`config.mk`:
```
export PLATFORM = sky130hd
export DESIGN_NAME = pidal_sequencer
export DESIGN_NICKNAME = d
export VERILOG_FILES = /design/src/sv/pidal_pkg.sv /design/src/sv/pidal_sequencer.sv
export SDC_FILE = /design/constraint.sdc
export NUM_CORES = 1
export LEC_CHECK = 0
export BUFFER_PORTS_ARGS = -buffer_cell sky130_fd_sc_hd__buf_2
export CAP_MARGIN = 25
export CORE_AREA = 4 4 41 43
export DETAILED_ROUTE_END_ITERATION = 8
export DIE_AREA = 0 0 45 47
export PLACE_DENSITY = 0.67
export SLEW_MARGIN = 40
export SYNTH_ARGS = -nofsm -noshare
export SYNTH_HDL_FRONTEND = slang
export SYNTH_SLANG_ARGS = --single-unit
```
`constraint.sdc`:
```
create_clock -name clk -period 1.4 [get_ports clk]
set_input_delay 0.28 -clock clk [delete_from_list [all_inputs] [get_ports clk]]
set_output_delay 0.28 -clock clk [all_outputs]
set_load 0.1 [all_outputs]
```
`src/sv/pidal_pkg.sv`:
```
`timescale 1ns / 1ps
`default_nettype none

package pidal_pkg;

  // register and field widths
  localparam int SP_W       = 11;
  localparam int GAIN_W     = 32;
  localparam int ELIM_W     = 11;
  localparam int ILIM_W     = 20;
  localparam int ALPHA_W    = 17;
  localparam int LOSTLIM_W  = 8;
  localparam int CFG_IDX_W  = 3;
  localparam int CFG_DATA_W = 32;

  // datapath widths
  localparam int ERR_W   = 12;
  localparam int SUM_W   = 22;
  localparam int SLOPE_W = 31;
  localparam int DIFF_W  = 32;
  localparam int DRIVE_W = 32;
  localparam int MISS_W  = 8;
  localparam int MUL_W   = 33;
  localparam int PROD_W  = 64;
  localparam int ACC_W   = 52;
  localparam int STEP_W  = 4;

  localparam logic [ALPHA_W-1:0] ALPHA_ONE = 17'h1_0000;

  typedef enum logic [CFG_IDX_W-1:0] {
    CFG_SETPOINT   = 3'd0,
    CFG_KP         = 3'd1,
    CFG_KI         = 3'd2,
    CFG_KD         = 3'd3,
    CFG_ERR_LIMIT  = 3'd4,
    CFG_INT_LIMIT  = 3'd5,
    CFG_ALPHA      = 3'd6,
    CFG_LOST_LIMIT = 3'd7
  } cfg_index_t;

  typedef struct packed {
    logic [SP_W-1:0]      setpoint;
    logic [GAIN_W-1:0]    kp;
    logic [GAIN_W-1:0]    ki;
    logic [GAIN_W-1:0]    kd;
    logic [ELIM_W-1:0]    err_cap;
    logic [ILIM_W-1:0]    int_limit;
    logic [ALPHA_W-1:0]   alpha;
    logic [LOSTLIM_W-1:0] lost_limit;
  } cfg_regs_t;

  typedef enum logic [2:0] {
    MUL_NONE,
    MUL_ALPHA_DIFF,
    MUL_KP_ERR,
    MUL_KI_SUM,
    MUL_KD_SLOPE
  } mul_sel_t;

  typedef enum logic [1:0] {
    ACC_HOLD,
    ACC_LOAD4,
    ACC_ADD4,
    ACC_ADD20
  } acc_op_t;

  typedef enum logic [1:0] {
    SEQ_NEXT,
    SEQ_JUMP_IF_ZERO,
    SEQ_END
  } seq_op_t;

  typedef logic [STEP_W-1:0] step_t;

  // one microcode word
  typedef struct packed {
    logic     err_ld;
    logic     sum_ld;
    logic     filt_ld;
    logic     drive_ld;
    logic     emit;
    mul_sel_t mul_sel;
    acc_op_t  acc_op;
    seq_op_t  seq_op;
    step_t    target;
  } ctrl_word_t;

  localparam ctrl_word_t CTRL_NOP = '{
    err_ld:   1'b0,
    sum_ld:   1'b0,
    filt_ld:  1'b0,
    drive_ld: 1'b0,
    emit:     1'b0,
    mul_sel:  MUL_NONE,
    acc_op:   ACC_HOLD,
    seq_op:   SEQ_NEXT,
    target:   '0
  };

endpackage

`default_nettype wire

```
`src/sv/pidal_sequencer.sv`:
```
`timescale 1ns / 1ps
`default_nettype none

module pidal_sequencer import pidal_pkg::*; (
  input  logic       clk,
  input  logic       rst,
  input  logic       in_valid,
  output logic       in_stall,
  output logic       in_accept,
  input  logic       err_zero,
  input  logic       out_free,
  output ctrl_word_t cw
);

  localparam step_t STEP_ERR       = 4'd0;
  localparam step_t STEP_SUM       = 4'd1;
  localparam step_t STEP_MUL_ALPHA = 4'd2;
  localparam step_t STEP_FILTER    = 4'd3;
  localparam step_t STEP_TERM_P    = 4'd4;
  localparam step_t STEP_TERM_I    = 4'd5;
  localparam step_t STEP_TERM_D    = 4'd6;
  localparam step_t STEP_DRIVE     = 4'd7;
  localparam step_t STEP_EMIT      = 4'd8;

  logic  busy;
  step_t step;

  // microprogram rom
  function automatic ctrl_word_t rom_word(input step_t s);
    ctrl_word_t w;
    w = CTRL_NOP;
    unique case (s)
      STEP_ERR: begin
        w.err_ld = 1'b1;
        w.seq_op = SEQ_JUMP_IF_ZERO;
        w.target = STEP_EMIT;
      end
      STEP_SUM: begin
        w.sum_ld = 1'b1;
      end
      STEP_MUL_ALPHA: begin
        w.mul_sel = MUL_ALPHA_DIFF;
      end
      STEP_FILTER: begin
        w.filt_ld = 1'b1;
        w.mul_sel = MUL_KP_ERR;
      end
      STEP_TERM_P: begin
        w.acc_op  = ACC_LOAD4;
        w.mul_sel = MUL_KI_SUM;
      end
      STEP_TERM_I: begin
        w.acc_op  = ACC_ADD4;
        w.mul_sel = MUL_KD_SLOPE;
      end
      STEP_TERM_D: begin
        w.acc_op = ACC_ADD20;
      end
      STEP_DRIVE: begin
        w.drive_ld = 1'b1;
      end
      STEP_EMIT: begin
        w.emit   = 1'b1;
        w.seq_op = SEQ_END;
      end
      default: begin
        w.emit   = 1'b1;
        w.seq_op = SEQ_END;
      end
    endcase
    return w;
  endfunction

  assign in_stall  = busy;
  assign in_accept = in_valid && !busy;

  always_comb begin
    cw = busy ? rom_word(step) : CTRL_NOP;
  end

  always_ff @(posedge clk) begin
    if (rst) begin
      busy <= 1'b0;
      step <= STEP_ERR;
    end else if (in_accept) begin
      busy <= 1'b1;
      step <= STEP_ERR;
    end else if (busy) begin
      unique case (cw.seq_op)
        SEQ_NEXT:         step <= step + STEP_W'(1);
        SEQ_JUMP_IF_ZERO: step <= err_zero ? cw.target : step + STEP_W'(1);
        SEQ_END: begin
          if (out_free) begin
            busy <= 1'b0;
          end
        end
        default: step <= STEP_ERR;
      endcase
    end
  end

`ifndef ASSERT_OFF
  a_accept_starts: assert property (@(posedge clk) disable iff (rst)
    in_accept |=> busy && step == STEP_ERR)
    else $error("accepted item did not start the program");

  a_zero_skips: assert property (@(posedge clk) disable iff (rst)
    busy && cw.seq_op == SEQ_JUMP_IF_ZERO && err_zero |=> busy && step == STEP_EMIT)
    else $error("zero error did not branch to the emit step");

  a_end_frees: assert property (@(posedge clk) disable iff (rst)
    busy && cw.seq_op == SEQ_END && out_free |=> !busy && !in_stall)
    else $error("sequencer stayed busy after handing off its result");
`endif

endmodule

`default_nettype wire

```
### Word-level counts from Yosys, hierarchy flattened

Cells that the tools add are included.
W data, S select, Z words.

* latch bits: 0
* bits of input ports: 5
* memories: 0
* memory bits (writable): 0
* register bits after elaboration: 5
* ROM bits: 0

* shift-type cells: 0
* equal/unequal tests: 9
* multipliers: 0
* magnitude comparators: 0
* $add $sub $neg: 1
* reductions and logical operators: 8
* muxes and demuxes: 16
* div/mod/pow operators: 0
* bitwise operators: 1

Operator list (number)
* $eq A4 B3 Y1 const B: 4
* $mux W16: 1
* $pmux W3 S4: 1
* $pmux W4 S3: 1
* $mux W1: 9
* $eq A4 B2 Y1 const B: 2
* $mux W4: 2
* $reduce_or A8 Y1: 1
* $reduce_or A7 Y1: 1
* $pmux W2 S3: 1
* $add A4 B1 Y4 const B: 1
* $eq A4 B1 Y1 const B: 1
* $logic_not A4 Y1: 1
* $pmux W2 S2: 1
* $eq A2 B1 Y1 const B: 1
* $eq A2 B2 Y1 const B: 1
* $logic_not A2 Y1: 1
* $reduce_and A2 Y1: 1
* $reduce_or A2 Y1: 1
* $logic_and A1 B1 Y1: 1
* $logic_not A1 Y1: 1
* $not A1 Y1: 1

### Longest topological paths before layout

* depth after elaboration: 8
* gate-level depth with buffers: 5
* mapped depth without buffers: 5

### Worst setup path before layout

OpenSTA, ideal clock, no wires.

* path kind: reg-to-output
* start: register busy, in the netlist in_stall
* end: output port cw[14] (netlist name)
* required time: 1.120 ns
* slack: -2.422 ns
* cell stages (with the launch flop): 4
* buffers on the path: 1
* arrival: 3.542 ns
* path through: dfxtp_1 nand2b_1 buf_2 nor3b_1

RTL lines
* start: declaration: line pidal_sequencer.sv:25 `logic busy;`
* start signal: assignment: line pidal_sequencer.sv:83 `busy <= 1'b0;`
* start signal: assignment: line pidal_sequencer.sv:86 `busy <= 1'b1;`
* start signal: assignment: line pidal_sequencer.sv:94 `busy <= 1'b0;`
* end: declaration: line pidal_sequencer.sv:12 `output ctrl_word_t cw`

### Worst setup path in the final report

* start: register step[0]
* end: register step[1]

* cells in the longest elaborated chain, start to end: 7
* elaborated cells between the ends (all ways): 19

RTL lines
* start: declaration: line pidal_sequencer.sv:26 `step_t step;`
* start signal: assignment: line pidal_sequencer.sv:90 `SEQ_NEXT: step <= step + STEP_W'(1);`
* start signal: assignment: line pidal_sequencer.sv:91 `SEQ_JUMP_IF_ZERO: step <= err_zero ? cw.target : step + STEP_W'(1);`
* branches (longest 7 deep; another with $mux W16)

Parallel ways; which one is timed is not known.
A chain may end at the register's enable or synchronous reset.

==> flow_summary.toml <==
[status]
status = "finished, violations left"
violations = "negative setup slack"

[worst_setup_path]
path_delay_family = "compound AO/OA/AOI/OAI gates"
cp.required_ns = 1.55
cp.arrival_ns = 1.98
slowest_delay_ns = 0.38
end_kind = "flip-flop"
critPathBufInv = 4
start_kind = "flip-flop"
path_max_fanout = 4
slowest_stage = "dfxtp_4"
cp_common_cell = "buf_6"
critPathKind = "flip-flop to flip-flop"
path_cells = "inv_4 -> ha_4 -> buf_4 -> buf_6 -> and4bb_4 -> buf_6 -> a2111o_1 -> a21oi_1"

[final_layout]
nets = 108
post_route_cells_drive_above_1_share = 0.755
fillers = 61
antennaDiodeCount = 0
multi_input_area_um2 = 487
stdcell_area_um2 = 1150
regArea_um2 = 113
stdcell_count = 113
area_delta_synth_final_pct = 139

[synth]
ys.flop_type = "dfxtp_1"
synthTopCellsByArea = "dfxtp_1 (21%), ha_1 (10%), a21oi_1 (8.3%)"
yosysTopAreaCell = "dfxtp_1"
yosysMostFrequentCell = "a21oi_1"
muxShareOfSynthArea = 0
synthXorXnorAreaFrac = 0
netlist_area_um2 = 482
synth_common_cells = "a21oi_1 (8), dfxtp_1 (5), inv_1 (5), nor2_1 (5)"
synth-compound-area-share = 0.218
synth_edf_count = 0
synth_cell_types = 25
yosysSeqAreaShare = 0.208
ys_ff_latch = 5
avgSynthCellArea_um2 = 7.90
synthCells = 61
ys_warn_count = 0
synth-simple-area-share = 0.343
synth_top_family_by_area = "simple AND/OR/NAND/NOR gates"
async_flop_share = 0
synth_fa_ha_area_frac = 0.104
netlist.area_leader.share = 0.208

[pwr]
powerDensity_nw_per_um2 = 771
p_leak_nw = 0.438
p_total_w = 0.000887
vdd_ir_drop_max_mv = 0.813

[min_path]
hold_path.class = "primary input to flip-flop"

[clocking]
h-tree-depth = 1
clock_latency_ns = 0.24
cts_buffer_depth = 2
cts_tree = "yes"
numCtsBuffers = 3
cts_hold_repair.buffers = 0
clock-sinks = 5
root_buffer = "clkbuf_4"
path_clk_slew_ns = 0.04

[route]
wl_per_cell_um = 15.5
routed_wl_um = 1750
ant_nets = 0
dr_total_vias = 571
drtPass1Iterations = 2
drc = 0
vias_per_cell = 5.05
dr.first_iter.drc_count = 6

[placement]
dpl-instance-area_um2 = 1030
portBuffers = 19
gp_congestion = 0.742
place_ws_ns = -0.154
hpwl_um = 1350
dp_cells = 106

[floorplanning]
start_util = 0.370
die_h_um = 47
std_cell_rows = 13
io_pins = 23
core_region_area_um2 = 1300
die_x_um = 45
dieArea_um2 = 2120

[grt]
gr-total-overflow = 0
grt_pass1_vias = 592
grtUsageTotal = 0.177
grt_first_pass_wirelength_um = 2680
grt_max_degree = 9
antenna_found_initial = 0

[timing]
max_freq_mhz = 547
grt_setup_unrepaired = "yes"
slew_violations = 0
fin_crit_ns = 1.83
hold_viol_final = 0
skew_ns = 0.00318
min_period_over_period = 1.30
setup_ws_ns = -0.427
setup_violations = 17

[run]
max_cap_viol_count = 0
-- logic make-up after synthesis --
family	count (synthesis)
flip-flops	5
other	1
AO/OA/AOI/OAI	16
adder cells (fa/ha/maj)	4
AND/OR/NAND/NOR	24
buffers and inverters	11
-- path summary, 6_finish.rpt --
check,from,to,slack (ns),cells past startpoint
setup / recovery,step[0],step[1],-0.43,8
hold / removal,rst,in_stall,0.21,2
setup reg to reg,step[0],step[1],-0.43,8
hold reg to reg,step[3],step[3],0.66,3
-- final cells by class --
cell class                      count  area share
Multi-Input combinational cell     47       0.423
Timing Repair Buffer               37       0.420
Sequential cell                     5      0.0978
Clock buffer                        4      0.0228
Inverter                            5      0.0207
Tap cell                           15      0.0163
-- metal layers --
| layer | track usage | routed length (um) | vias up |
|---|---|---|---|
| li1 | - | - | 279 |
| met1 | 0.193 | 667 | 273 |
| met2 | 0.333 | 1010 | 15 |
| met3 | 0.0230 | 48 | 4 |
| met4 | 0.0877 | 27 | 0 |
| met5 | 0 | 0 | - |
-- sequential cells by signal, indices dropped and copies added (netlist names) --
name,flops
step,4
in_stall,1
-- report_power, final --
part | total, W | switching, W | internal, W
Clock | 0.000166 | 0.0000579 | 0.000108
Combinational | 0.000554 | 0.000342 | 0.000213
Sequential | 0.000167 | 0.0000161 | 0.000151
Total | 0.000887 | 0.000415 | 0.000471
-- timing repair --
action | CTS | global route
buffers inserted | 5 | 0
endpoints found under the setup margin | 18 | 19
resized for setup | 14 | 7
pin swaps | 12 | 6
-- stage by stage --
stage	setup TNS, ns	hold WS [ns]	util
floorplan	-4.71	0.339	-
global placement	-0.542	0.439	0.790
detailed placement	-0.943	0.460	0.790
CTS	-4.40	0.201	0.860
global route	-5.46	0.205	0.885
finish	-4.43	0.212	0.885
-- placed cells by master, fill, tap and decap left out, drive strengths merged, types with 3 or more instances in the layout --
cell type	instances
clkbuf	4
nand2	3
nor2	5
dfxtp	5
conb	3
buf	37
nand2b	4
inv	5
a21oi	8
ha	4
-- worst reg2reg max path, delay by kind of cell (launching register included) --
family | cells | cell delay, ns
flip-flops | 1 | 0.38
AO/OA/AOI/OAI | 2 | 0.56
adder cells (fa/ha/maj) | 1 | 0.17
buffers and inverters | 4 | 0.42
AND/OR/NAND/NOR | 1 | 0.21
No activity file was read; power rests on OpenSTA's default activity.
