`config.mk`:
```
export PLATFORM = sky130hd
export DESIGN_NAME = pidal_cfg_regs
export DESIGN_NICKNAME = d
export VERILOG_FILES = /design/src/sv/pidal_pkg.sv /design/src/sv/pidal_cfg_regs.sv
export SDC_FILE = /design/constraint.sdc
export NUM_CORES = 1
export LEC_CHECK = 0
export BUFFER_PORTS_ARGS = -buffer_cell sky130_fd_sc_hd__buf_2
export CAP_MARGIN = 10
export CORE_AREA = 2 2 130 132
export CTS_CLUSTER_SIZE = 24
export DETAILED_ROUTE_END_ITERATION = 8
export DIE_AREA = 0 0 132 134
export PLACE_DENSITY = 0.77
export SLEW_MARGIN = 20
export SYNTH_ARGS = -nofsm -noshare
export SYNTH_HDL_FRONTEND = slang
export SYNTH_SLANG_ARGS = --single-unit
```
`constraint.sdc`:
```
create_clock -name clk -period 2.25 [get_ports clk]
set_clock_uncertainty 0.15 [all_clocks]
set_input_delay 0.675 -clock clk [delete_from_list [all_inputs] [get_ports clk]]
set_output_delay 0.675 -clock clk [all_outputs]
set_load 0.005 [all_outputs]
```
`src/sv/pidal_pkg.sv`:
```
`timescale 1ns / 1ps
`default_nettype none

package pidal_pkg;

  // register and field widths
  localparam int SP_W       = 11;
  localparam int GAIN_W     = 32;
  localparam int ELIM_W     = 11;
  localparam int ILIM_W     = 20;
  localparam int ALPHA_W    = 17;
  localparam int LOSTLIM_W  = 8;
  localparam int CFG_IDX_W  = 3;
  localparam int CFG_DATA_W = 32;

  // datapath widths
  localparam int ERR_W   = 12;
  localparam int SUM_W   = 22;
  localparam int SLOPE_W = 31;
  localparam int DIFF_W  = 32;
  localparam int DRIVE_W = 32;
  localparam int MISS_W  = 8;
  localparam int MUL_W   = 33;
  localparam int PROD_W  = 64;
  localparam int ACC_W   = 52;
  localparam int STEP_W  = 4;

  localparam logic [ALPHA_W-1:0] ALPHA_ONE = 17'h1_0000;

  typedef enum logic [CFG_IDX_W-1:0] {
    CFG_SETPOINT   = 3'd0,
    CFG_KP         = 3'd1,
    CFG_KI         = 3'd2,
    CFG_KD         = 3'd3,
    CFG_ERR_LIMIT  = 3'd4,
    CFG_INT_LIMIT  = 3'd5,
    CFG_ALPHA      = 3'd6,
    CFG_LOST_LIMIT = 3'd7
  } cfg_index_t;

  typedef struct packed {
    logic [SP_W-1:0]      setpoint;
    logic [GAIN_W-1:0]    kp;
    logic [GAIN_W-1:0]    ki;
    logic [GAIN_W-1:0]    kd;
    logic [ELIM_W-1:0]    err_cap;
    logic [ILIM_W-1:0]    int_limit;
    logic [ALPHA_W-1:0]   alpha;
    logic [LOSTLIM_W-1:0] lost_limit;
  } cfg_regs_t;

  typedef enum logic [2:0] {
    MUL_NONE,
    MUL_ALPHA_DIFF,
    MUL_KP_ERR,
    MUL_KI_SUM,
    MUL_KD_SLOPE
  } mul_sel_t;

  typedef enum logic [1:0] {
    ACC_HOLD,
    ACC_LOAD4,
    ACC_ADD4,
    ACC_ADD20
  } acc_op_t;

  typedef enum logic [1:0] {
    SEQ_NEXT,
    SEQ_JUMP_IF_ZERO,
    SEQ_END
  } seq_op_t;

  typedef logic [STEP_W-1:0] step_t;

  // one microcode word
  typedef struct packed {
    logic     err_ld;
    logic     sum_ld;
    logic     filt_ld;
    logic     drive_ld;
    logic     emit;
    mul_sel_t mul_sel;
    acc_op_t  acc_op;
    seq_op_t  seq_op;
    step_t    target;
  } ctrl_word_t;

  localparam ctrl_word_t CTRL_NOP = '{
    err_ld:   1'b0,
    sum_ld:   1'b0,
    filt_ld:  1'b0,
    drive_ld: 1'b0,
    emit:     1'b0,
    mul_sel:  MUL_NONE,
    acc_op:   ACC_HOLD,
    seq_op:   SEQ_NEXT,
    target:   '0
  };

endpackage

`default_nettype wire

```
`src/sv/pidal_cfg_regs.sv`:
```
`timescale 1ns / 1ps
`default_nettype none

module pidal_cfg_regs import pidal_pkg::*; (
  input  logic                  clk,
  input  logic                  rst,
  input  logic                  cfg_valid,
  output logic                  cfg_ready,
  input  logic [CFG_IDX_W-1:0]  cfg_index,
  input  logic [CFG_DATA_W-1:0] cfg_data,
  output cfg_regs_t             cfg
);

  assign cfg_ready = 1'b1;

  always_ff @(posedge clk) begin
    if (rst) begin
      cfg.setpoint   <= SP_W'(320);
      cfg.kp         <= GAIN_W'(174483);
      cfg.ki         <= GAIN_W'(6174);
      cfg.kd         <= GAIN_W'(805306);
      cfg.err_cap    <= ELIM_W'(160);
      cfg.int_limit  <= ILIM_W'(60000);
      cfg.alpha      <= ALPHA_W'(6554);
      cfg.lost_limit <= LOSTLIM_W'(200);
    end else if (cfg_valid && cfg_ready) begin
      unique case (cfg_index_t'(cfg_index))
        CFG_SETPOINT:   cfg.setpoint   <= cfg_data[SP_W-1:0];
        CFG_KP:         cfg.kp         <= cfg_data[GAIN_W-1:0];
        CFG_KI:         cfg.ki         <= cfg_data[GAIN_W-1:0];
        CFG_KD:         cfg.kd         <= cfg_data[GAIN_W-1:0];
        CFG_ERR_LIMIT:  cfg.err_cap    <= cfg_data[ELIM_W-1:0];
        CFG_INT_LIMIT:  cfg.int_limit  <= cfg_data[ILIM_W-1:0];
        CFG_ALPHA:      cfg.alpha      <= cfg_data[ALPHA_W-1:0];
        CFG_LOST_LIMIT: cfg.lost_limit <= cfg_data[LOSTLIM_W-1:0];
        default: ;
      endcase
    end
  end

endmodule

`default_nettype wire

```
# Word level (Yosys, flattened, before mapping)
# Index checks and enable logic that the tools add are counted.
# totals
ff_bits	163
input_bits	38
output_inout_bits	164
elab_cells	24
# op_classes
n_eq_ne	7
reduce_logical	9
# ops
op	count
2-bit AND reduction	8
3-bit == test, second input constant	4
3-bit by 2-bit == test with 1-bit output, second input constant	2
3-bit by 1-bit == test with 1-bit output, second input constant	1
3-bit zero test	1

# Depth between registers and ports, before layout
# Gate-level depths: netlist (run 1).
# logic_depth
ltp_word	2
depth_mapped	5
depth_no_buf	2

# Worst setup path before layout (run 1)
# OpenSTA, ideal clock, no wires.
# synth_timing
path_kind	input -> register
startpoint	input cfg_index[2]
endpoint	register cfg[160] in the netlist's numbering
setup_ps	126
arrival_time_ps	1544
t_required_ps	1974
setup_slack_ps	430
cell_stages	4
path_buffers	2
path_cell_list	buf_6 > or4b_4 > buf_6 > mux2i_1
# synth_via
elab_chain_len	2
# synth_rtl
item	line_no	rtl
start: declaration	pidal_cfg_regs.sv:9	input logic [CFG_IDX_W-1:0] cfg_index,
3-bit zero test	pidal_cfg_regs.sv:27	unique case (cfg_index_t'(cfg_index))
2-bit AND reduction (no source line)	-	
end: declaration	pidal_cfg_regs.sv:11	output cfg_regs_t cfg
# No other way between the ends.
# A chain may end at the register's enable or synchronous reset.

# Worst setup path in the final report (run 1)
# layout_timing
startpoint	register cfg[160] in the netlist's numbering
endpoint	output cfg[160] in the netlist's numbering
# No word-level cell between the ends.

==> impl_metrics.yaml, run 1 <==
outcome:
  status: "completed"
drt:
  num_vias: 4839
  wl_met1_um: 7438
  drt_wl_total_um: 16640
  dr_wl_met2_um: 8008
  dr_wl_met3_um: 900
  drtIter0Drc: 130
  drc: 0
  dr.max_layer_used: "met5"
  ant_nets: 0
  drt-wirelength-per-cell_um: 16.22
  dr.pass1.iters: 4
  vias_per_cell: 4.716
synthesis:
  seq_area_frac_synth: 0.5058
  synth_area_mm2: 0.006451
  syn_area_per_cell_um2: 10.79
  synthAdderAreaFrac: 0
  synth_top_area_frac: 0.5058
  synth.area.top_cells: "dfxtp_1 51%, mux2i_1 25%, nand2b_1 14%"
  synth_top_area_cell: "dfxtp_1"
  syn_nets: 636
  synth.distinct_cells: 16
  muxShareOfSynthArea: 0.2529
  synth_compound_area_frac: 0
  ys_ff_latch: 163
  synth_top_family_by_area: "multiplexers"
  synth-simple-area-share: 0.2021
  ys_warn_count: 0
  synth_xor_area_frac: 0
  syn_inst: 598
worst_setup_path:
  cp_max_fo: 2
  end_kind: "output pin"
  arrival_ns: 0.96
  crit_path_start_kind: "flip-flop"
  cpPeakStageDelay_ns: 0.40
  crit_path_top_delay_cell: "dfxtp_1"
  rr_endpoint: "cfg[160]$_SDFFE_PP1P_"
  crit_buf_inv: 1
  crit_start: "cfg[160]$_SDFFE_PP1P_"
  path_class: "reg2out"
  r2r-start: "cfg[160]$_SDFFE_PP1P_"
  critPathTopFamily: "flip-flops"
  worstRegToRegCells: 2
  required_ns: 1.42
  regToRegSetupSlack_ns: 1.44
  crit_chain: "buf_2"
timing:
  fin_ws_ns: 0.4630
  hold_violations: 0
  setup_viol_count_final: 0
  drv_slew: 0
  period_share: 0.7942
  rsz0062_at_grt: "false"
  min_period_ns: 1.787
  fin_tns_setup_ns: 0
  max_freq_ghz: 0.5596
worst_hold_path:
  min_path_cells: 2
  min_to: "cfg[96]$_SDFFE_PP0P_"
  hp-class: "reg2reg"
  hold_start: "cfg[96]$_SDFFE_PP0P_"
clock_tree:
  ctsLongestPathBuffers: 2
  clock-sinks: 163
  cts_root_buf: "clkbuf_16"
  path_clk_slew_ns: 0.06
  clock_latency_ns: 0.41
  cts_resized: 0
  htreeDepth: 4
  cts_made_buffers: 17
  cts_tree: "yes"
  postCtsHoldBufs: 0
  post_cts_buffers: 0
cells_and_area:
  fin_util: 0.5118
  drive_above_1_share: 0.3189
  nets: 831
  largest_reg_flops: 163
  final_area_mm2: 0.008337
  final_cells: 1026
  reg.largest.list: "cfg: 163 flops"
  antenna_cells: 0
  syn_to_final_growth_pct: 29.23
  largest_register: "cfg"
floorplanning:
  row_count: 47
  die_h_um: 134
  design.core.area_mm2: 0.01629
  die_w_um: 132
  die_area_mm2: 0.01769
  io_pins: 202
  initial_utilization: 0.3960
global_routing:
  grt_first_pass_wirelength_um: 26200
  overflow: 0
  grt_pass1_vias: 4852
  grt_use_total: 0.1912
  grt_max_degree: 33
  antenna_found_initial: 1
power_and_ir_drop:
  powerDensity_mw_per_mm2: 756.4
  peakVddDrop_mv: 0.5074
  leakage_nw: 4.181
place:
  dp_hpwl_um: 11930
  dpl_worst_slack_ns: 0.2458
  place.gp.congestion: 0.7760
  dp.cells: 994
  place_area_mm2: 0.007751
  placement.io_buffers: 200
flow_run:
  cap_violations: 0
synthesized netlist by cell type, drive strengths merged:
cell type / number
and4b: 2
and4bb: 3
buf: 28
clkbuf: 18
conb: 1
dfxtp: 163
mux2i: 163
nand2b: 148
nand4: 1
nand4b: 3
nand4bb: 3
nor2: 64
or4b: 1
logic make-up after synthesis:
| logic type | after synthesis |
|---|---|
| buffers and inverters | 46 |
| flip-flops | 163 |
| multiplexers | 163 |
| other | 1 |
| AND/OR/NAND/NOR | 225 |
worst min-delay path: cells and delay by family (launching register included):
kind / cells / cell delay [ns]
multiplexers: 1 / 0.05
AND/OR/NAND/NOR: 1 / 0.06
flip-flops: 1 / 0.31
where the power goes:
part	switching (mW)	internal, mW
logic	0.229	0.213
clock network	1.18	1.70
registers	0.0334	2.95
total	1.44	4.86
cells in the final DEF, fill, tap and decap left out, drive strengths merged:
| master | n |
|---|---|
| and4b | 2 |
| nand2b | 148 |
| and4bb | 3 |
| nand4bb | 3 |
| nor2 | 64 |
| nand4 | 1 |
| clkinv | 4 |
| clkbuf | 21 |
| conb | 1 |
| mux2i | 163 |
| clkinvlp | 2 |
| nand4b | 3 |
| bufinv | 2 |
| dfxtp | 163 |
| or4b | 1 |
| buf | 222 |
| inv | 3 |
per-stage QoR:
stage          hold WS [ns]  total power, mW
2_1_floorplan        0.3150            3.298
3_3_place_gp         0.3053            3.485
3_5_place_dp         0.3098            3.493
4_1_cts              0.3243            6.387
5_1_grt              0.3364            6.554
6_report             0.3185            6.306
area by class of cell:
type / instances / area [um^2]
Sequential cell: 163 / 3263
Multi-Input combinational cell: 389 / 2944
Tap cell: 220 / 275.3
Timing Repair Buffer: 222 / 1269
Clock buffer: 21 / 460.4
Clock inverter: 11 / 125.1
Fill cell: 1486 / 7953
worst max path at each step:
stage                                        to  slack (ns)  cells past startpoint
after floorplan           cfg[160]$_SDFFE_PP1P_        0.43                      4
after global routing                   cfg[160]        0.41                      1
after CTS                              cfg[160]        0.43                      1
final                                  cfg[160]        0.46                      1
after detailed placement  cfg[160]$_SDFFE_PP1P_        0.25                      3
after global placement    cfg[160]$_SDFFE_PP1P_        0.27                      3
metal layers:
metal,vias up,track usage
met2,121,0.3212
li1,2369,-
met4,2,0.06461
met5,-,0
met1,2326,0.2337
met3,21,0.05858
Power figures use the tool's default switching activity.
==> run 2: changes to the inputs <==
Settings changed: PLACE_DENSITY 0.77 to 0.79.
Clock period 2.25 ns to 1.5 ns, I/O delays scaled along.
==> run 2 against run 1 <==
Effect of this change: clock power increased by 44%; die area unchanged; sequential share of layout area increased by 0.079 points; critical path depth unchanged; final area increased by 5.5%; count of clock-buffer cells in the layout unchanged.
==> impl_metrics.yaml, run 2 (same netlist as run 1, synthesis figures left out) <==
timing:
  period_share: 0.9848
  setup_viol_count_final: 0
  rsz0062_at_grt: "true"
  min_period_ns: 1.477
  hold_violations: 0
  max_freq_ghz: 0.6770
  drv_slew: 0
  whs_ns: 0.1603
global_routing:
  grt_pass1_vias: 4748
  antenna_found_initial: 0
  overflow: 0
  grt_max_degree: 50
  grt_first_pass_wirelength_um: 25910
  grt_use_total: 0.1876
worst_setup_path:
  arrival_ns: 0.88
  cpPeakStageDelay_ns: 0.34
  critPathTopFamily: "flip-flops"
  path_class: "reg2out"
  crit_chain: "buf_2"
  cp_max_fo: 2
  end_kind: "output pin"
  required_ns: 0.90
  crit_buf_inv: 1
  crit_path_top_delay_cell: "dfxtp_2"
  regToRegSetupSlack_ns: 0.71
  crit_path_start_kind: "flip-flop"
drt:
  dr.pass1.iters: 5
  num_vias: 4847
  ant_nets: 0
  drt-wirelength-per-cell_um: 15.91
  drt_wl_total_um: 16650
  drtIter0Drc: 241
  vias_per_cell: 4.629
  drc: 0
floorplanning:
  io_pins: 202
  design.core.area_mm2: 0.01629
  initial_utilization: 0.3960
  die_area_mm2: 0.01769
  die_w_um: 132
  row_count: 47
  die_h_um: 134
clock_tree:
  clock-sinks: 163
  cts_made_buffers: 17
  cts_root_buf: "clkbuf_16"
  htreeDepth: 4
  postCtsHoldBufs: 0
  path_clk_slew_ns: 0.07
  ctsLongestPathBuffers: 2
  cts_tree: "yes"
  clock_latency_ns: 0.42
  post_cts_buffers: 0
  cts_resized: 24
cells_and_area:
  regArea_mm2: 0.003451
  nFillCells: 1402
  reg.largest.list: "cfg: 163 flops"
  syn_to_final_growth_pct: 36.38
  layout_common_cells: "179 x buf_2, 163 x mux2i_1, 150 x dfxtp_2"
  fin_util: 0.5401
  final_area_mm2: 0.008798
  drive_above_1_share: 0.5175
  multi_input_area_mm2: 0.002944
  largest_reg_flops: 163
  antenna_cells: 0
  nets: 852
  layout.cells.most_common: "buf_2"
  largest_register: "cfg"
place:
  place.gp.congestion: 0.7956
  dp_hpwl_um: 11730
  placement.io_buffers: 200
  place_area_mm2: 0.007921
outcome:
  status: "completed"
power_and_ir_drop:
  leakage_nw: 4.343
  peakVddDrop_mv: 0.7429
  power_mw: 9.354
  powerDensity_mw_per_mm2: 1063
flow_run:
  cap_violations: 0
worst_hold_path:
  hp-class: "in2reg"
run 2: changes by cell type in the layout (fill, tap and decap cells not counted), sizes merged:
cell    previous run  this run
inv                3         1
clkinv             4         7
buf              222       243
bufinv             2         1
run 2: final timing paths:
| check | from | to | cells past startpoint |
|---|---|---|---|
| setup / recovery | cfg[135]$_SDFFE_PP1P_ | cfg[135] | 1 |
| hold / removal | cfg_data[19] | cfg[75]$_SDFFE_PP1P_ | 3 |
| setup reg to reg | cfg[90]$_SDFFE_PP1P_ | cfg[90]$_SDFFE_PP1P_ | 2 |
| hold reg to reg | cfg[96]$_SDFFE_PP0P_ | cfg[96]$_SDFFE_PP0P_ | 2 |
run 2: per-layer routing:
| metal | wire length, um | up-vias | global-route usage |
|---|---|---|---|
| met5 | 0 | - | 0 |
| met4 | 182 | 0 | 0.05495 |
| met3 | 1012 | 13 | 0.05745 |
| met2 | 7974 | 149 | 0.3093 |
| met1 | 7483 | 2275 | 0.2374 |
| li1 | - | 2410 | - |
run 2: layout make-up:
| class | count | area share |
|---|---|---|
| Clock inverter | 11 | 0.01180 |
| Tap cell | 220 | 0.03129 |
| Sequential cell | 163 | 0.3922 |
| Multi-Input combinational cell | 389 | 0.3346 |
| Timing Repair Buffer | 243 | 0.1778 |
| Clock buffer | 21 | 0.05233 |
run 2: power breakdown:
| part | internal, mW | switching (mW) | total, mW |
|---|---|---|---|
| Sequential | 4.44 | 0.0531 | 4.49 |
| Clock | 2.38 | 1.76 | 4.14 |
| Combinational | 0.366 | 0.352 | 0.718 |
| Total | 7.19 | 2.17 | 9.35 |
run 2: through the flow:
| stage | instances | setup TNS [ns] | worst slack [ns] |
|---|---|---|---|
| finish | 1047 | 0 | 0.02284 |
| global route | 1047 | -0.1013 | -0.02548 |
| CTS | 1047 | 0 | 0.0002132 |
| detailed placement | 1015 | -20.68 | -0.2395 |
| global placement | 1015 | -18.47 | -0.2028 |
| floorplan | 598 | -0.9414 | -0.09525 |
