### src/sv/pidal_pkg.sv
`timescale 1ns / 1ps
`default_nettype none

package pidal_pkg;

  // register and field widths
  localparam int SP_W       = 11;
  localparam int GAIN_W     = 32;
  localparam int ELIM_W     = 11;
  localparam int ILIM_W     = 20;
  localparam int ALPHA_W    = 17;
  localparam int LOSTLIM_W  = 8;
  localparam int CFG_IDX_W  = 3;
  localparam int CFG_DATA_W = 32;

  // datapath widths
  localparam int ERR_W   = 12;
  localparam int SUM_W   = 22;
  localparam int SLOPE_W = 31;
  localparam int DIFF_W  = 32;
  localparam int DRIVE_W = 32;
  localparam int MISS_W  = 8;
  localparam int MUL_W   = 33;
  localparam int PROD_W  = 64;
  localparam int ACC_W   = 52;
  localparam int STEP_W  = 4;

  localparam logic [ALPHA_W-1:0] ALPHA_ONE = 17'h1_0000;

  typedef enum logic [CFG_IDX_W-1:0] {
    CFG_SETPOINT   = 3'd0,
    CFG_KP         = 3'd1,
    CFG_KI         = 3'd2,
    CFG_KD         = 3'd3,
    CFG_ERR_LIMIT  = 3'd4,
    CFG_INT_LIMIT  = 3'd5,
    CFG_ALPHA      = 3'd6,
    CFG_LOST_LIMIT = 3'd7
  } cfg_index_t;

  typedef struct packed {
    logic [SP_W-1:0]      setpoint;
    logic [GAIN_W-1:0]    kp;
    logic [GAIN_W-1:0]    ki;
    logic [GAIN_W-1:0]    kd;
    logic [ELIM_W-1:0]    err_cap;
    logic [ILIM_W-1:0]    int_limit;
    logic [ALPHA_W-1:0]   alpha;
    logic [LOSTLIM_W-1:0] lost_limit;
  } cfg_regs_t;

  typedef enum logic [2:0] {
    MUL_NONE,
    MUL_ALPHA_DIFF,
    MUL_KP_ERR,
    MUL_KI_SUM,
    MUL_KD_SLOPE
  } mul_sel_t;

  typedef enum logic [1:0] {
    ACC_HOLD,
    ACC_LOAD4,
    ACC_ADD4,
    ACC_ADD20
  } acc_op_t;

  typedef enum logic [1:0] {
    SEQ_NEXT,
    SEQ_JUMP_IF_ZERO,
    SEQ_END
  } seq_op_t;

  typedef logic [STEP_W-1:0] step_t;

  // one microcode word
  typedef struct packed {
    logic     err_ld;
    logic     sum_ld;
    logic     filt_ld;
    logic     drive_ld;
    logic     emit;
    mul_sel_t mul_sel;
    acc_op_t  acc_op;
    seq_op_t  seq_op;
    step_t    target;
  } ctrl_word_t;

  localparam ctrl_word_t CTRL_NOP = '{
    err_ld:   1'b0,
    sum_ld:   1'b0,
    filt_ld:  1'b0,
    drive_ld: 1'b0,
    emit:     1'b0,
    mul_sel:  MUL_NONE,
    acc_op:   ACC_HOLD,
    seq_op:   SEQ_NEXT,
    target:   '0
  };

endpackage

`default_nettype wire

### src/sv/pidal_datapath.sv
`timescale 1ns / 1ps
`default_nettype none

module pidal_datapath import pidal_pkg::*; #(
  parameter int COORD_BITS = 11
) (
  input  logic                      clk,
  input  logic                      rst,
  input  cfg_regs_t                 cfg,
  input  logic                      in_accept,
  input  logic [COORD_BITS-1:0]     measured_position,
  input  ctrl_word_t                cw,
  output logic                      err_zero,
  output logic                      out_free,
  input  logic                      out_stall,
  output logic                      out_valid,
  output logic signed [DRIVE_W-1:0] drive,
  output logic                      target_lost,
  output logic                      drive_updated
);

  localparam int WIDE_W = (COORD_BITS > SP_W) ? COORD_BITS : SP_W;
  localparam int RAW_W  = WIDE_W + 1;

  localparam logic signed [PROD_W-1:0]    HALF4  = PROD_W'(8);
  localparam logic signed [PROD_W-1:0]    HALF16 = PROD_W'(32768);
  localparam logic signed [PROD_W-1:0]    HALF20 = PROD_W'(524288);
  localparam logic signed [SLOPE_W+2:0]   SLOPE_MAX = (SLOPE_W+3)'(30'h3FFF_FFFF);
  localparam logic signed [SLOPE_W+2:0]   SLOPE_MIN = -SLOPE_MAX;
  localparam logic signed [ACC_W-1:0]     DRV_MAX = ACC_W'(32'h7FFF_FFFF);
  localparam logic signed [ACC_W-1:0]     DRV_MIN = -DRV_MAX - ACC_W'(1);

  // item and controller state
  logic [COORD_BITS-1:0]     meas;
  logic signed [ERR_W-1:0]   err;
  logic signed [ERR_W-1:0]   prev_err;
  logic signed [SUM_W-1:0]   error_sum;
  logic signed [SLOPE_W-1:0] slope;
  logic signed [DIFF_W-1:0]  diff;
  logic signed [PROD_W-1:0]  prod;
  logic signed [ACC_W-1:0]   acc;
  logic signed [DRIVE_W-1:0] held_drive;
  logic [MISS_W-1:0]         miss_count;
  logic                      lost_flag;
  logic                      updated;

  logic signed [RAW_W-1:0]     raw_err;
  logic signed [RAW_W-1:0]     elim_pos;
  logic signed [RAW_W-1:0]     elim_neg;
  logic signed [RAW_W-1:0]     err_clamp;
  logic signed [ERR_W-1:0]     err_next;
  logic [MISS_W-1:0]           miss_inc;
  logic [MISS_W-1:0]           miss_next;
  logic                        lost_next;
  logic signed [SUM_W:0]       sum_ext;
  logic signed [SUM_W:0]       ilim_pos;
  logic signed [SUM_W-1:0]     sum_next;
  logic signed [ERR_W:0]       err_delta;
  logic signed [ERR_W+16:0]    raw_slope;
  logic signed [DIFF_W-1:0]    diff_next;
  logic [ALPHA_W-1:0]          alpha_eff;
  logic signed [MUL_W-1:0]     mul_a;
  logic signed [MUL_W-1:0]     mul_b;
  logic signed [2*MUL_W-1:0]   mul_full;
  logic signed [PROD_W-1:0]    prod_r16;
  logic signed [SLOPE_W+2:0]   slope_sum;
  logic signed [SLOPE_W-1:0]   slope_next;
  logic signed [PROD_W-1:0]    term_full;
  logic signed [ACC_W-1:0]     acc_base;
  logic signed [ACC_W-1:0]     acc_next;
  logic signed [DRIVE_W-1:0]   drive_next;
  logic                        out_load;

  // error against setpoint and clamp
  always_comb begin
    raw_err  = $signed({1'b0, WIDE_W'(cfg.setpoint)}) - $signed({1'b0, WIDE_W'(meas)});
    elim_pos = $signed(RAW_W'(cfg.err_cap));
    elim_neg = -elim_pos;
    err_zero = (raw_err == '0);
    if (raw_err > elim_pos) begin
      err_clamp = elim_pos;
    end else if (raw_err < elim_neg) begin
      err_clamp = elim_neg;
    end else begin
      err_clamp = raw_err;
    end
    err_next = ERR_W'(err_clamp);
  end

  // saturating miss counter
  always_comb begin
    miss_inc = (miss_count != '1) ? miss_count + MISS_W'(1) : miss_count;
    if (miss_inc >= cfg.lost_limit) begin
      miss_next = cfg.lost_limit;
      lost_next = 1'b1;
    end else begin
      miss_next = miss_inc;
      lost_next = lost_flag;
    end
  end

  // integral and raw filter input
  always_comb begin
    sum_ext  = (SUM_W+1)'(error_sum) + (SUM_W+1)'(err);
    ilim_pos = $signed((SUM_W+1)'(cfg.int_limit));
    if (sum_ext > ilim_pos) begin
      sum_next = SUM_W'(ilim_pos);
    end else if (sum_ext < -ilim_pos) begin
      sum_next = SUM_W'(-ilim_pos);
    end else begin
      sum_next = SUM_W'(sum_ext);
    end
    err_delta = (ERR_W+1)'(err) - (ERR_W+1)'(prev_err);
    raw_slope = {err_delta, 16'd0};
    diff_next = DIFF_W'(raw_slope) - DIFF_W'(slope);
  end

  // shared multiplier operand select
  always_comb begin
    alpha_eff = (cfg.alpha > ALPHA_ONE) ? ALPHA_ONE : cfg.alpha;
    unique case (cw.mul_sel)
      MUL_ALPHA_DIFF: begin
        mul_a = MUL_W'(alpha_eff);
        mul_b = MUL_W'(diff);
      end
      MUL_KP_ERR: begin
        mul_a = MUL_W'(cfg.kp);
        mul_b = MUL_W'(err);
      end
      MUL_KI_SUM: begin
        mul_a = MUL_W'(cfg.ki);
        mul_b = MUL_W'(error_sum);
      end
      MUL_KD_SLOPE: begin
        mul_a = MUL_W'(cfg.kd);
        mul_b = MUL_W'(slope);
      end
      default: begin
        mul_a = '0;
        mul_b = '0;
      end
    endcase
    mul_full = mul_a * mul_b;
  end

  // filter update, round to nearest with ties up
  always_comb begin
    prod_r16  = (prod + HALF16) >>> 16;
    slope_sum = (SLOPE_W+3)'(slope) + (SLOPE_W+3)'(prod_r16);
    if (slope_sum > SLOPE_MAX) begin
      slope_next = SLOPE_W'(SLOPE_MAX);
    end else if (slope_sum < SLOPE_MIN) begin
      slope_next = SLOPE_W'(SLOPE_MIN);
    end else begin
      slope_next = SLOPE_W'(slope_sum);
    end
  end

  // term accumulation and drive saturation
  always_comb begin
    if (cw.acc_op == ACC_ADD20) begin
      term_full = (prod + HALF20) >>> 20;
    end else begin
      term_full = (prod + HALF4) >>> 4;
    end
    acc_base = (cw.acc_op == ACC_LOAD4) ? '0 : acc;
    acc_next = acc_base + ACC_W'(term_full);
    if (acc > DRV_MAX) begin
      drive_next = DRIVE_W'(DRV_MAX);
    end else if (acc < DRV_MIN) begin
      drive_next = DRIVE_W'(DRV_MIN);
    end else begin
      drive_next = DRIVE_W'(acc);
    end
  end

  assign out_free = !out_valid || !out_stall;
  assign out_load = cw.emit && out_free;

  // scratch registers
  always_ff @(posedge clk) begin
    if (in_accept) begin
      meas <= measured_position;
    end
    if (cw.err_ld) begin
      err <= err_next;
    end
    if (cw.sum_ld) begin
      diff <= diff_next;
    end
    if (cw.mul_sel != MUL_NONE) begin
      prod <= PROD_W'(mul_full);
    end
    if (cw.acc_op != ACC_HOLD) begin
      acc <= acc_next;
    end
    if (out_load) begin
      drive         <= held_drive;
      target_lost   <= lost_flag;
      drive_updated <= updated;
    end
  end

  // controller state
  always_ff @(posedge clk) begin
    if (rst) begin
      miss_count <= '0;
      lost_flag  <= 1'b0;
      updated    <= 1'b0;
      error_sum  <= '0;
      slope      <= '0;
      prev_err   <= '0;
      held_drive <= '0;
      out_valid  <= 1'b0;
    end else begin
      if (cw.err_ld) begin
        if (err_zero) begin
          miss_count <= miss_next;
          lost_flag  <= lost_next;
          updated    <= 1'b0;
        end else begin
          miss_count <= '0;
          lost_flag  <= 1'b0;
          updated    <= 1'b1;
        end
      end
      if (cw.sum_ld) begin
        error_sum <= sum_next;
      end
      if (cw.filt_ld) begin
        slope    <= slope_next;
        prev_err <= err;
      end
      if (cw.drive_ld) begin
        held_drive <= drive_next;
      end
      if (out_load) begin
        out_valid <= 1'b1;
      end else if (!out_stall) begin
        out_valid <= 1'b0;
      end
    end
  end

endmodule

`default_nettype wire

### config.mk
export PLATFORM = sky130hd
export DESIGN_NAME = pidal_datapath
export DESIGN_NICKNAME = d
export VERILOG_FILES = /design/src/sv/pidal_pkg.sv /design/src/sv/pidal_datapath.sv
export SDC_FILE = /design/constraint.sdc
export NUM_CORES = 2
export LEC_CHECK = 0
export ABC_AREA = 1
export BUFFER_PORTS_ARGS = -buffer_cell sky130_fd_sc_hd__buf_2
export CELL_PAD_IN_SITES_DETAIL_PLACEMENT = 0
export CELL_PAD_IN_SITES_GLOBAL_PLACEMENT = 2
export CORE_MARGIN = 2
export CORE_UTILIZATION = 42
export DETAILED_ROUTE_END_ITERATION = 10
export GPL_TIMING_DRIVEN = 0
export PLACE_DENSITY_LB_ADDON = 0.3
export SLEW_MARGIN = 30
export SYNTH_ARGS = -nofsm -noshare
export SYNTH_HDL_FRONTEND = slang
export SYNTH_SLANG_ARGS = --single-unit
export TNS_END_PERCENT = 5
### constraint.sdc
create_clock -name clk -period 16.33 [get_ports clk]
set_input_delay 3.266 -clock clk [delete_from_list [all_inputs] [get_ports clk]]
set_output_delay 3.266 -clock clk [all_outputs]
set_load 0.02 [all_outputs]
Word level (Yosys, flattened, before mapping)
Cells that the tools add are included.
{"block": "op_classes", "multipliers": 1, "n_eq_ne": 9, "n_lt_le_gt_ge": 10, "mux": 21, "reduce_logical": 8, "addsub": 12}
{"operator": "case mux 33 bit (4 select lines)", "n": 1}
{"operator": "case mux 32 bit (4 select lines)", "n": 1}
{"operator": "two-way mux 52 bit", "n": 2}
{"operator": "adder 64 x 21 -> 64 bit (second input constant)", "n": 1}
{"operator": "multiplier 33 x 33 -> 64 bit", "n": 1}
{"operator": "two-way mux 32 bit", "n": 2}
{"operator": "two-way mux 31 bit", "n": 2}
{"operator": "adder 56 x 5 -> 56 bit (second input constant)", "n": 1}
{"operator": "adder 52 bit", "n": 1}
{"operator": "greater-than comparator 52 x 32 -> 1 bit (second input constant)", "n": 1}
{"operator": "less-than comparator 52 x 32 -> 1 bit (second input constant)", "n": 1}
{"operator": "adder 50 x 17 -> 50 bit (second input constant)", "n": 1}
{"operator": "two-way mux 22 bit", "n": 2}
{"operator": "adder 31 x 34 -> 34 bit", "n": 1}
{"operator": "greater-than comparator 34 x 31 -> 1 bit (second input constant)", "n": 1}
{"operator": "less-than comparator 34 x 31 -> 1 bit (second input constant)", "n": 1}
{"operator": "subtractor 29 x 31 -> 32 bit", "n": 1}
{"operator": "two-way mux 8 bit", "n": 3}
{"operator": "adder 22 x 12 -> 23 bit", "n": 1}
{"operator": "greater-than comparator 23 x 21 -> 1 bit", "n": 1}
{"operator": "less-than comparator 23 bit", "n": 1}
{"operator": "negator 20 -> 23 bit", "n": 1}
{"operator": "greater-than comparator 17 bit (second input constant)", "n": 1}
{"operator": "two-way mux 17 bit", "n": 1}
{"operator": "24 further kinds", "n": 31}
{"block": "word_totals", "out_inout_bits": 37, "input_bits": 194, "ff_bits": 313}

Longest topological paths before layout
{"block": "depth", "word_depth": 5, "ltp_mapped": 39, "ltp_nobuf": 36}

Worst setup path after synthesis
OpenSTA, ideal clock, no wires.
{"block": "synth_path", "path_kind": "input to register", "start": "input cw[9] (netlist bit)", "end": "register prod[51] (data pin)", "cell_stages": 36, "setup_ps": 261, "path_buffers": 3, "setup_slack_ps": 5399, "required_time_ps": 16069, "t_arrival_ps": 10670, "cell_sequence": "nor2_1 -> nand2_1 -> inv_2 -> buf_1 -> nand2_1 -> and2_1 -> clkbuf_1 -> clkinv_1 -> buf_2 -> nand2_1 -> fa_1 -> inv_1 -> fa_1 -> inv_1 -> fa_1 -> fa_1 -> fa_1 -> inv_1 -> fa_1 -> fa_1 -> inv_1 -> fa_1 -> inv_1 -> ha_1 -> a21oi_1 -> inv_1 -> a21oi_1 -> o21a_1 -> nand2_1 -> a21oi_1 -> inv_1 -> a21oi_1 -> o21ai_0 -> nand2_1 -> nand2_1 -> xor2_1"}
{"block": "synth_between", "elab_chain_cells": 3}
{"element": "start: declaration", "line_no": "pidal_datapath.sv:12", "source": "input ctrl_word_t cw,"}
{"element": "equality test 3 bit, or another cell as far along", "line_no": "pidal_datapath.sv:121", "source": "unique case (cw.mul_sel)"}
{"element": "case mux 32 bit (4 select lines) or case mux 33 bit (4 select lines) (tied branches)", "line_no": "pidal_datapath.sv:121"}
{"element": "multiplier 33 x 33 -> 64 bit (*)", "line_no": "pidal_datapath.sv:143", "source": "mul_full = mul_a * mul_b;"}
{"element": "net mul_full[51]", "line_no": "pidal_datapath.sv:64", "source": "logic signed [2*MUL_W-1:0] mul_full;"}
{"element": "end signal: assignment", "line_no": "pidal_datapath.sv:192", "source": "prod <= PROD_W'(mul_full);"}
{"element": "end: declaration", "line_no": "pidal_datapath.sv:40", "source": "logic signed [PROD_W-1:0] prod;"}
The timed path passes the listed nets; every way through them passes the cells marked *.
A chain may end at the register's enable or synchronous reset.

Worst setup path after layout
{"block": "layout_path", "start": "input cw[9] (netlist bit)", "end": "register prod[58] (data pin)"}
Same word-level chain as after synthesis.

==> summary.txt <==
Die
  – Height of the die: 383.6 um
  – Number of rows in the core area: 139
  – DIE AREA: about 150,000 um2
  – Starting density of the core: 42.23%
  – Core region area: 143,300 um2
  – Io pins: 231
  – Die width: 383.6 um

Yosys
  – Library cell with the largest summed area after synthesis: sky130_fd_sc_hd__fa_1
  – Average cell area after synthesis: 7.650 um2
  – Largest cells by area after synthesis: sky130_fd_sc_hd__fa_1, sky130_fd_sc_hd__inv_1, sky130_fd_sc_hd__ha_1
  – Flip-flop cell with the highest count after synthesis: sky130_fd_sc_hd__edfxtp_1
  – EDFF count, synth: slightly above 200
  – Share of the yosys chip area belonging to registers: 13.60%
  – Total number of yosys warnings: 0
  – Net count after synthesis: 9,548
  – Cell area after technology mapping: between 60,000 and 70,000 um2
  – Post-synthesis instance total: 7,911
  – Ys async rst share: 0%
  – Yosys top cell area share: 30.86%
  – Count of cell types in the netlist: 63
  – Seq cells post-synth: a little over 300

Timing
  – Final period util: around 86%
  – Unrepaired setup endpoints after global routing: no
  – Fin. max-slew vios: 0
  – Worst relative slew slack: 23.05%
  – Clock tree skew after final layout: between 0.03 and 0.04 ns
  – Highest clock rate: 71.58 MHz
  – Final hold violation count: 0
  – Fin Setup TNS: 0 ns
  – Setup-violating endpoint count in the final report: 0
  – Min cycle time layout: around 14 ns
  – Transition time of the tightest slew-check pin: 1.154 ns

Worst setup path
  – Largest fanout on the critical path: 10
  – Cell type of the slowest stage on the worst timing path: sky130_fd_sc_hd__clkbuf_1
  – Kind of end point of the critical path: register
  – Buffer and inverter count on the worst path: 10
  – Data arrival time of the worst path: 14.32 ns
  – Worst reg2reg startpoint: err[11]
  – Top cell family by delay on the critical path: adder cells
  – Type of the worst setup path: input pin to register
  – Dominant cell type by count on the critical path: sky130_fd_sc_hd__fa_1
  – Maximum cell stage delay along the critical path: 0.69 ns
  – Worst setup startpoint: cw[9]
  – Type of element launching the critical path: input pin
  – Data required time of the worst path: 16.68 ns

Layout
  – Leading cell type in the layout, fill and taps excluded: sky130_fd_sc_hd__inv_1
  – Post-route core utilization: 46.04%
  – Fraction of layout instances using a drive strength above 1: 5.423%
  – Area delta synth->final: 9.033%
  – Final non-filler cell total: 10,130
  – Net count reported at finish: approximately 9,800
  – Most frequent cells in the layout: sky130_fd_sc_hd__inv_1, sky130_fd_sc_hd__nand2_1, sky130_fd_sc_hd__fa_1

Power
  – Share of power burned in the clock network: 7.8%
  – Share of power burned in registers: about an eighth
  – Static power due to leakage: 0.03381 uW
  – Net Switching: 7654 uW
  – Power Density: a little under 200 nW/um2
  – Comb pwr share: between 70% and 80%
  – Fraction of power spent switching nets: 59.17%
  – Power Internal: approximately 5300 uW
  – Maximum VDD drop: between 150 and 200 uV

Global routing
  – Global routing usage summed across all routing layers: 35.37%
  – Via count of the first global-routing pass: roughly 56,000
  – Largest net degree at the start of global routing: 56
  – Global route overflow: 0
  – Wire length of the first global-routing pass: 376.4 mm
  – Number of antenna violations at the first check in global routing: 15

Clock tree
  – Number of buffers inserted to repair setup after CTS: 0
  – TritonCTS clock tree: yes
  – Cell at the root of the clock tree: sky130_fd_sc_hd__clkbuf_16
  – Maximum level of the CTS H-tree: 2
  – Number of gates resized after cts: 0
  – Clock-pin slew on the worst setup and hold paths: roughly 0.060 ns
  – Hold buffers post-CTS: 0
  – Buffer depth of the longest clock path: 3
  – Total CTS buffers: 40
  – CTS sink cnt: 310
  – Insertion delay to the later sink of the worst-skew pair: 0.63 ns

Route
  – Number of remaining DRC errors: 0
  – Post-DR wirelength/cell: 25.55 um
  – DR iter-0 viols: 4,510
  – Post-DRT Antenna Nets: 0
  – Vias per Instance: 5.371
  – Routed vias: 54,409
  – Pre-Repair DR Iteration Count: 6
  – Drt total wl: 258.8 mm

Place
  – Final GP Congestion: 1.042
  – Count of input and output buffers: 224
  – Half-perimeter wire length after detailed placement: between 200 and 250 mm
  – Post-placement cell count: 10,052

Job
  – Max-Cap Viols: 0

Min path
  – Startpoint of the worst hold path: held_drive[8]
  – Path class of the lowest-slack min-delay path: register to register

Status
  – Result of the run: finished, final reports clean
## per-stage QoR
step / worst slack [ns] / hold slack [ns] / power [uW] / area (um2)
floorplan: 5.399 / 0.4029 / 8100 / 60520
detailed placement: 1.943 / 0.4097 / 11770 / 64470
CTS: 2.566 / 0.4235 / 12860 / 65960
finish: 2.359 / 0.4233 / 12940 / 65980
global route: 2.162 / 0.4284 / 14090 / 65980
global placement: 1.690 / 0.4084 / 11710 / 64020
## area by class of cell
| cell class | instances | area [um2] |
|---|---|---|
| Antenna cell | 3 | 7.507 |
| Buffer | 239 | 994.7 |
| Clock buffer | 46 | 1107 |
| Clock inverter | 28 | 377.9 |
| Fill cell | 14947 | 77320 |
| Inverter | 1788 | 6711 |
| Multi-Input combinational cell | 5574 | 44810 |
| Sequential cell | 310 | 8228 |
| Tap cell | 1903 | 2381 |
| Timing Repair Buffer | 239 | 1366 |
## routing by layer
metal | share of wire (%) | GRT usage (%)
met2 | 44 | 55.81
met3 | 7.1 | 5.899
met4 | 7.6 | 21.95
met1 | 41 | 45.31
met5 | 0.042 | 0
## power groups by stage
stage / Clock [uW] / Combinational [uW] / Sequential (uW)
floorplan: 0 / 6540 / 1560
CTS: 1020 / 10100 / 1690
detailed placement: 0 / 10100 / 1710
global route: 1050 / 11300 / 1730
finish: 1010 / 10200 / 1710
global placement: 0 / 10000 / 1700
## synth_stat cells (all sizes together), types with 2 or more instances
| master | count |
|---|---|
| nor3 | 89 |
| inv | 1765 |
| o221ai | 8 |
| or2 | 7 |
| xor2 | 225 |
| o21bai | 17 |
| a22o | 21 |
| mux2i | 4 |
| o31ai | 10 |
| nor2 | 916 |
| and3 | 2 |
| nand4 | 62 |
| clkinv | 23 |
| o2111ai | 3 |
| clkbuf | 201 |
| a21oi | 424 |
| buf | 38 |
| nor4 | 41 |
| a31oi | 41 |
| a32o | 3 |
| edfxtp | 202 |
| o211ai | 21 |
| nand3 | 174 |
| a221oi | 7 |
| dfxtp | 108 |
| nand2 | 1550 |
| and2 | 12 |
| o41ai | 2 |
| ha | 510 |
| a21o | 20 |
| xnor2 | 62 |
| a21boi | 6 |
| fa | 933 |
| a22oi | 9 |
| o21a | 21 |
| o21ai | 355 |
| nand3b | 9 |
## path summary, 6_finish.rpt
check,to,slack (ns),depth (start not counted)
max,prod[58],2.36,35
min,drive[8],0.42,0
max reg2reg,prod[58],5.00,32
min reg2reg,drive[8],0.42,0
## state kept, by name (all words and copies together), names as in the netlist
signal / flops
prod: 61
acc: 52
diff: 32
drive: 32
held_drive: 32
slope: 31
error_sum: 22
err: 12
prev_err: 12
meas: 11
miss_count: 8
drive_updated: 1
lost_flag: 1
out_valid: 1
target_lost: 1
updated: 1
## cells by family after synthesis
family | Yosys count | share of synthesized area (%)
DFF | 310 | 13.60
adders and majority gates | 1443 | 41.41
AOI/OAI and AO/OA | 975 | 8.952
buffers and inverters | 2027 | 12.70
muxes | 5 | 0.08477
and+or+nand+nor | 2864 | 19.11
xor gates and xnor gates | 287 | 4.154
Power figures use the tool's default switching activity.
